<file path="src/design/rps_pkg.sv">
// Shared types, register decode and color-step function for the rainbow pixel sequencer.
`default_nettype none

package rps_pkg;

	typedef struct packed {
		logic [7:0] r;
		logic [7:0] g;
		logic [7:0] b;
	} color_t;

	// Configuration register index, taken from paddr[2]
	localparam logic REG_BRIGHT_LIMIT = 1'b0;
	localparam logic REG_PIXEL_COUNT  = 1'b1;

	localparam int unsigned ADDR_W = 3;
	localparam int unsigned DATA_W = 32;
	localparam int unsigned POS_W  = 10;
	localparam int unsigned LVL_W  = 6;

	localparam logic [7:0]       LIMIT_RST = 8'd255;
	localparam logic [POS_W-1:0] COUNT_RST = 10'd93;

	// Color wheel phases
	localparam logic [2:0] PH_GREEN_UP   = 3'd0;
	localparam logic [2:0] PH_RED_DOWN   = 3'd1;
	localparam logic [2:0] PH_BLUE_UP    = 3'd2;
	localparam logic [2:0] PH_GREEN_DOWN = 3'd3;
	localparam logic [2:0] PH_RED_UP     = 3'd4;
	localparam logic [2:0] PH_BLUE_DOWN  = 3'd5;

	typedef struct packed {
		color_t     color;
		logic [2:0] phase;
	} wheel_t;

	// One step of the wheel; unused phases hold color and phase.
	function automatic wheel_t wheel_step(input wheel_t cur, input logic [7:0] peak);
		wheel_t nxt;
		nxt = cur;
		case (cur.phase)
			PH_GREEN_UP: begin
				nxt.color.g = cur.color.g + 8'd1;
				if (nxt.color.g >= peak) nxt.phase = PH_RED_DOWN;
			end
			PH_RED_DOWN: begin
				nxt.color.r = cur.color.r - 8'd1;
				if (nxt.color.r == 8'd0) nxt.phase = PH_BLUE_UP;
			end
			PH_BLUE_UP: begin
				nxt.color.b = cur.color.b + 8'd1;
				if (nxt.color.b >= peak) nxt.phase = PH_GREEN_DOWN;
			end
			PH_GREEN_DOWN: begin
				nxt.color.g = cur.color.g - 8'd1;
				if (nxt.color.g == 8'd0) nxt.phase = PH_RED_UP;
			end
			PH_RED_UP: begin
				nxt.color.r = cur.color.r + 8'd1;
				if (nxt.color.r >= peak) nxt.phase = PH_BLUE_DOWN;
			end
			PH_BLUE_DOWN: begin
				nxt.color.b = cur.color.b - 8'd1;
				if (nxt.color.b == 8'd0) nxt.phase = PH_GREEN_UP;
			end
			default: begin
				nxt = cur;
			end
		endcase
		return nxt;
	endfunction

endpackage

`default_nettype wire

</file>
<file path="src/design/rainbow_pixel_sequencer_unit.sv">
// Rainbow pixel sequencer: one rainbow pixel per input transfer, last pixel of frame flagged.
// The result of each input transfer is registered straight into the output register.
// Throughput: one pixel per cycle unless the output stalls; the wheel step, frame-start capture
// and position update are one short combinational pass into the state and output registers.
// Reset: wheel and frame start return to full red (254) at phase 0, pixel 0;
// bright_limit resets to 255, pixel_count to 93, and the output register empties.
`default_nettype none

module rainbow_pixel_sequencer_unit (
	input  wire logic                              clk,
	input  wire logic                              arst_n,
	// configuration port
	input  wire logic                              psel,
	input  wire logic                              penable,
	input  wire logic                              pwrite,
	input  wire logic [rps_pkg::ADDR_W-1:0]        paddr,
	input  wire logic [rps_pkg::DATA_W-1:0]        pwdata,
	output logic      [rps_pkg::DATA_W-1:0]        prdata,
	output logic                                   pready,
	// input channel
	input  wire logic                              in_valid,
	output logic                                   in_stall,
	input  wire logic                              restart,
	// output channel
	output logic                                   out_valid,
	input  wire logic                              out_stall,
	output logic      [rps_pkg::LVL_W-1:0]         red,
	output logic      [rps_pkg::LVL_W-1:0]         green,
	output logic      [rps_pkg::LVL_W-1:0]         blue,
	output logic      [rps_pkg::POS_W-1:0]         pixel_index,
	output logic                                   last_in_frame
);

	// ---------------------------------------------------------------
	// Configuration registers
	// ---------------------------------------------------------------
	logic [7:0]                  bright_limit_q;
	logic [rps_pkg::POS_W-1:0]   pixel_count_q;
	logic                        cfg_wr;
	logic                        cfg_idx;

	assign pready  = 1'b1;
	assign cfg_idx = paddr[2];
	assign cfg_wr  = psel & penable & pwrite & pready;

	always_ff @(posedge clk or negedge arst_n) begin
		if (!arst_n) begin
			bright_limit_q <= rps_pkg::LIMIT_RST;
			pixel_count_q  <= rps_pkg::COUNT_RST;
		end else if (cfg_wr) begin
			case (cfg_idx)
				rps_pkg::REG_BRIGHT_LIMIT: bright_limit_q <= pwdata[7:0];
				rps_pkg::REG_PIXEL_COUNT:  pixel_count_q  <= pwdata[rps_pkg::POS_W-1:0];
				default:                   bright_limit_q <= bright_limit_q;
			endcase
		end
	end

	// Read back the addressed register, zero-extended
	always_comb begin
		case (cfg_idx)
			rps_pkg::REG_BRIGHT_LIMIT:
				prdata = {{(rps_pkg::DATA_W-8){1'b0}}, bright_limit_q};
			rps_pkg::REG_PIXEL_COUNT:
				prdata = {{(rps_pkg::DATA_W-rps_pkg::POS_W){1'b0}}, pixel_count_q};
			default:
				prdata = '0;
		endcase
	end

	// ---------------------------------------------------------------
	// Handshake: the output register parts the two sides. Take a new
	// transfer whenever the output register is empty or is being drained.
	// ---------------------------------------------------------------
	logic out_valid_q;
	logic in_acc;

	assign in_stall  = out_valid_q & out_stall;
	assign in_acc    = in_valid & ~in_stall;
	assign out_valid = out_valid_q;

	// ---------------------------------------------------------------
	// Animation state
	// ---------------------------------------------------------------
	rps_pkg::wheel_t             cur_q;
	rps_pkg::wheel_t             fs_q;
	logic [rps_pkg::POS_W-1:0]   pixel_pos_q;

	logic [7:0]                  peak;
	rps_pkg::wheel_t             red_start;
	rps_pkg::wheel_t             cur_eff;
	rps_pkg::wheel_t             fs_eff;
	rps_pkg::wheel_t             fs_nxt;
	rps_pkg::wheel_t             stepped;
	logic [rps_pkg::POS_W-1:0]   pos_eff;
	logic [rps_pkg::POS_W-1:0]   last_pos;
	logic                        last_c;

	// Peak wraps at 8 bits, so limits of 0 and 1 give 255 and 0
	assign peak = bright_limit_q - 8'd1;

	always_comb begin
		red_start.color.r = peak;
		red_start.color.g = 8'd0;
		red_start.color.b = 8'd0;
		red_start.phase   = rps_pkg::PH_GREEN_UP;
	end

	// Restart wipes current wheel, frame start and position before the pixel goes out
	assign cur_eff = restart ? red_start : cur_q;
	assign fs_eff  = restart ? red_start : fs_q;
	assign pos_eff = restart ? '0 : pixel_pos_q;

	// Frames of zero or one pixel behave as one-pixel frames; a count lowered
	// mid-frame ends the frame at once.
	assign last_pos = (pixel_count_q < rps_pkg::POS_W'(2)) ? '0
	                                                         : pixel_count_q - rps_pkg::POS_W'(1);
	assign last_c   = (pos_eff >= last_pos);

	// Capture the second pixel's wheel as the next frame's starting point
	assign fs_nxt  = (pos_eff == rps_pkg::POS_W'(1)) ? cur_eff : fs_eff;
	assign stepped = rps_pkg::wheel_step(cur_eff, peak);

	always_ff @(posedge clk or negedge arst_n) begin
		if (!arst_n) begin
			cur_q.color.r <= rps_pkg::LIMIT_RST - 8'd1;
			cur_q.color.g <= 8'd0;
			cur_q.color.b <= 8'd0;
			cur_q.phase   <= rps_pkg::PH_GREEN_UP;
			fs_q.color.r  <= rps_pkg::LIMIT_RST - 8'd1;
			fs_q.color.g  <= 8'd0;
			fs_q.color.b  <= 8'd0;
			fs_q.phase    <= rps_pkg::PH_GREEN_UP;
			pixel_pos_q   <= '0;
		end else if (in_acc) begin
			fs_q <= fs_nxt;
			if (last_c) begin
				// Frame done: rewind to the drifted start
				cur_q       <= fs_nxt;
				pixel_pos_q <= '0;
			end else begin
				cur_q       <= stepped;
				pixel_pos_q <= pos_eff + rps_pkg::POS_W'(1);
			end
		end
	end

	// ---------------------------------------------------------------
	// Output register: the pixel is the wheel before its step, each
	// channel divided by four.
	// ---------------------------------------------------------------
	always_ff @(posedge clk or negedge arst_n) begin
		if (!arst_n) begin
			out_valid_q <= 1'b0;
		end else if (in_acc) begin
			out_valid_q <= 1'b1;
		end else if (!out_stall) begin
			out_valid_q <= 1'b0;
		end
	end

	always_ff @(posedge clk) begin
		if (in_acc) begin
			red           <= cur_eff.color.r[7:2];
			green         <= cur_eff.color.g[7:2];
			blue          <= cur_eff.color.b[7:2];
			pixel_index   <= pos_eff;
			last_in_frame <= last_c;
		end
	end

	// ---------------------------------------------------------------
	// Assertions
	// ---------------------------------------------------------------
	// A transfer on the input always fills the output register
	a_load: assert property (@(posedge clk) disable iff (!arst_n)
		in_acc |=> out_valid_q)
		else $error("output register not loaded after input transfer");

	// Input holds off only behind a stalled, full output register
	a_stall: assert property (@(posedge clk) disable iff (!arst_n)
		in_stall |-> out_valid_q)
		else $error("input stalled with empty output register");

	// The last pixel of a frame rewinds the position
	a_wrap: assert property (@(posedge clk) disable iff (!arst_n)
		(in_acc && last_c) |=> (pixel_pos_q == '0))
		else $error("pixel position did not rewind after last pixel");

	// Wheel phase never leaves the six used phases
	a_phase: assert property (@(posedge clk) disable iff (!arst_n)
		(cur_q.phase <= rps_pkg::PH_BLUE_DOWN) && (fs_q.phase <= rps_pkg::PH_BLUE_DOWN))
		else $error("wheel phase out of range");

endmodule

`default_nettype wire

</file>
<file path="config.mk">
export PLATFORM = sky130hd
export DESIGN_NAME = rainbow_pixel_sequencer_unit
export DESIGN_NICKNAME = d
export VERILOG_FILES = /design/src/design/rps_pkg.sv /design/src/design/rainbow_pixel_sequencer_unit.sv
export SDC_FILE = /design/constraint.sdc
export NUM_CORES = 1
export LEC_CHECK = 0
export BUFFER_PORTS_ARGS = -buffer_cell sky130_fd_sc_hd__buf_2
export CAP_MARGIN = 20
export CORE_MARGIN = 2
export CORE_UTILIZATION = 35
export DETAILED_ROUTE_END_ITERATION = 10
export SYNTH_ARGS = -nofsm -noshare
export SYNTH_HDL_FRONTEND = slang
export SYNTH_SLANG_ARGS = --single-unit
</file>
<file path="constraint.sdc">
create_clock -name clk -period 9.3 [get_ports clk]
set_input_delay 0 -clock clk [delete_from_list [all_inputs] [get_ports clk]]
set_output_delay 0 -clock clk [all_outputs]
set_load 0.01 [all_outputs]
</file>
==> flow_summary.yaml <==
timing:
  holdWs_ns: 0.125
  fmax_mhz: 207
  finalCritPeriodShare_pct: 52.0
  slew_violations: 0
  fin_setup_tns_ns: 0
  setup_ws_ns: 4.46
  fin_skew_ns: 0.00946
  setup_viol: 0
  relSlewSlack_pct: 40.7
  rsz0062_at_grt: "false"
  finalCriticalPeriod_ns: 4.84
  max_slew.worst_pin.slew_ns: 0.883
  hold_violations: 0
logic_synthesis:
  synth.distinct_cells: 79
  ys_seq_area_share_pct: 37.1
  yosysWarnings: 0
  synthFlopType: "dfrtp_1"
  synth_area_um2: 8030
  synth_edf_count: 29
  synth_cells: 906
  ys_ff_latch: 112
  async_reset_ff_share_pct: 74.1
  synth_area_per_cell_um2: 8.86
routing:
  drt-total-wl_mm: 21.0
  drtAntennaViolNets: 0
  firstDrtPassIters: 5
  vias_per_cell: 5.50
  vias: 6750
  drc: 0
  drt_first_iter_violations: 564
  routedWlPerCell_um: 17.1
critical_path:
  r2r_end: "cur_q[1]$_DFFE_PN0P_"
  cp-end-kind: "flop"
  critPathLaunchType: "flop"
  critical_path_required_ns: 9.54
  path_class: "flop to flop"
  cp_top_family: "simple AND/OR/NAND/NOR gates"
  crit_slowest_cell: "o21a_1"
  crit_fanout: 28
  cp_num_buf_inv: 2
  max_stage_delay_ns: 0.63
  crit_chain: "nor2_1, nand2_1, nor2_1, nand2_1, or3_1, and2_1, ha_1, nand2b_1, a21o_1, a211oi_1, o21a_1, or2_1, buf_4, inv_1, a2111oi_0, nor3_1"
  reg2reg_depth: 16
  r2r_slack_ns: 4.46
  rr_startpoint: "pixel_count_q[3]$_DFFE_PN1P_"
  worstPathArrival_ns: 5.08
placed_design:
  io_buffers: 59
  dp_slack_ns: 4.53
  gp_congestion: 0.889
  hpwlAfterDp_mm: 13.8
  dp.cells: 1198
  placed_area_um2: 8430
clock_tree:
  clock_latency_ns: 0.37
  clockBufferDepth: 2
  cts_tree: "yes"
  cts_root_buf: "clkbuf_16"
  path_clk_slew_ns: 0.08
  cts_sinks: 112
  numCtsBuffers: 9
  h-tree-depth: 3
finish:
  area_growth_pct: 10.5
  n_antenna_cell: 0
  drive_gt1_share_pct: 17.5
  fin_cells: 1227
  fin_area_um2: 8870
  final_nets: 1027
  final_util_pct: 39.3
  fillers: 2307
run_status:
  status: "finished, final reports clean"
floorplanning:
  start_util_pct: 35.6
  ioPinCount: 107
  core_um2: 22600
  die_height_um: 155
  die_area_um2: 24200
  std_cell_rows: 55
  chipWidth_um: 155
global_route:
  grt_overflow_total: 0
  grt_pass1_vias: 6332
  antenna_found_initial: 0
  grt_max_degree: 89
  grt_first_pass_wirelength_mm: 34.3
  track_usage_pct: 17.7
worst_hold_path:
  min_path_type: "primary input to asynchronous set/reset pin"
power_and_ir_drop:
  ir_drop_mv: 0.0955
  p_leak_nw: 3.86
  power.density_nw_per_um2: 215
  finalPower_mw: 1.91
job:
  cap_violations: 0
-- layout by cell type, fill, tap and decap left out, types with 13 or more instances in the layout --
cell type	instances
nand2_1	127
o21ai_0	60
nor2_1	57
buf_2	57
dfrtp_1	56
ha_1	47
a21oi_1	40
mux2_2	33
nor3_1	30
edfxtp_1	29
dfstp_2	27
inv_1	25
conb_1	23
xnor2_1	21
nor2b_1	19
xor2_1	18
o31ai_1	18
nand3_1	17
mux2i_1	16
buf_4	14
nand2b_1	13
dlygate4sd3_1	13
-- routing by layer --
layer / vias to the layer above / track usage, % / share of wire (%)
li1: 3265 / - / -
met5: - / 0 / 0
met1: 3296 / 25.5 / 49
met2: 165 / 28.0 / 46
met3: 24 / 2.45 / 4.4
met4: 0 / 4.81 / 1.5
-- final cells by class --
cell class	count	area, um2	area share [%]
clock buffer	12	279	3.14
clock inverter	4	31.3	0.353
inverter	27	101	1.14
multi-input combinational	703	4600	51.9
sequential	112	2980	33.6
tap	285	357	4.02
timing repair buffer	84	520	5.87
-- cell families (layout without fill, tap and decap cells) --
kind of cell | count (synthesis) | after routing | synth area share [%]
AO/OA/AOI/OAI | 212 | 212 | 17.7
XOR/XNOR | 39 | 39 | 4.25
adder cells (fa/ha/maj) | 47 | 47 | 7.32
buffers and inverters | 112 | 127 | 6.57
flip-flops | 112 | 112 | 37.1
multiplexers | 49 | 49 | 6.62
other | 2 | 23 | 0.0935
AND/OR/NAND/NOR | 333 | 333 | 20.3
-- worst register-to-register path, cell delays in order (launching register included) --
cell and delay, ns:
dfstp_2 0.40, nor2_1 0.21, nand2_1 0.15, nor2_1 0.11
nand2_1 0.08, or3_1 0.43, and2_1 0.21, ha_1 0.25
nand2b_1 0.13, a21o_1 0.17, a211oi_1 0.25, o21a_1 0.63
or2_1 0.19, buf_4 0.37, inv_1 0.51, a2111oi_0 0.53
nor3_1 0.09
-- sequential cells by signal, summed over array words and instances, names as in the netlist --
register and cells:
fs_q 27, pixel_count_q 10, blue 6, last_in_frame 1
pixel_pos_q 10, green 6, bright_limit_q 8, pixel_index 10
out_valid 1, cur_q 27, red 6
-- synth_stat cells (13+ instances only) --
| library cell | n | area share [%] |
|---|---|---|
| a21oi_1 | 40 | 2.5 |
| nor2_1 | 57 | 2.7 |
| xor2_1 | 18 | 2.0 |
| dfstp_2 | 27 | 8.8 |
| dfrtp_1 | 56 | 17 |
| edfxtp_1 | 29 | 11 |
| o21ai_0 | 60 | 3.7 |
| inv_1 | 26 | 1.2 |
| nor3_1 | 30 | 1.9 |
| buf_4 | 23 | 2.1 |
| clkbuf_1 | 41 | 1.9 |
| nand2b_1 | 13 | 1.0 |
| xnor2_1 | 21 | 2.3 |
| ha_1 | 47 | 7.3 |
| nand2_1 | 128 | 6.0 |
| mux2_2 | 33 | 4.6 |
| o31ai_1 | 18 | 1.7 |
| nor2b_1 | 19 | 1.5 |
| nand3_1 | 17 | 1.1 |
| mux2i_1 | 16 | 2.0 |
-- power breakdown --
group	switching, mW	leakage [nW]	internal, mW
clock	0.191	0.153	0.216
combinational	0.427	2.40	0.318
sequential	0.124	1.30	0.631
-- worst max path at each step --
stage | slack, ns | to | start | cells past startpoint
final | 4.46 | cur_q[1]$_DFFE_PN0P_ | pixel_count_q[3]$_DFFE_PN1P_ | 16
after global routing | 4.08 | cur_q[0]$_DFFE_PN0P_ | pixel_count_q[2]$_DFFE_PN1P_ | 15
after CTS | 4.51 | cur_q[1]$_DFFE_PN0P_ | pixel_count_q[2]$_DFFE_PN1P_ | 16
after detailed placement | 4.53 | cur_q[1]$_DFFE_PN0P_ | pixel_count_q[2]$_DFFE_PN1P_ | 16
after global placement | 4.52 | cur_q[1]$_DFFE_PN0P_ | pixel_count_q[2]$_DFFE_PN1P_ | 16
after floorplan | 5.68 | cur_q[0]$_DFFE_PN0P_ | restart | 18
-- timing repair --
action                                 4_1_cts  5_1_grt
endpoints found under the hold margin       48        0
gates resized for setup                      0        0
setup endpoints to repair                    0        0
buffers inserted                             0        0
hold buffers                                13        0
No activity file was read; power rests on OpenSTA's default activity.
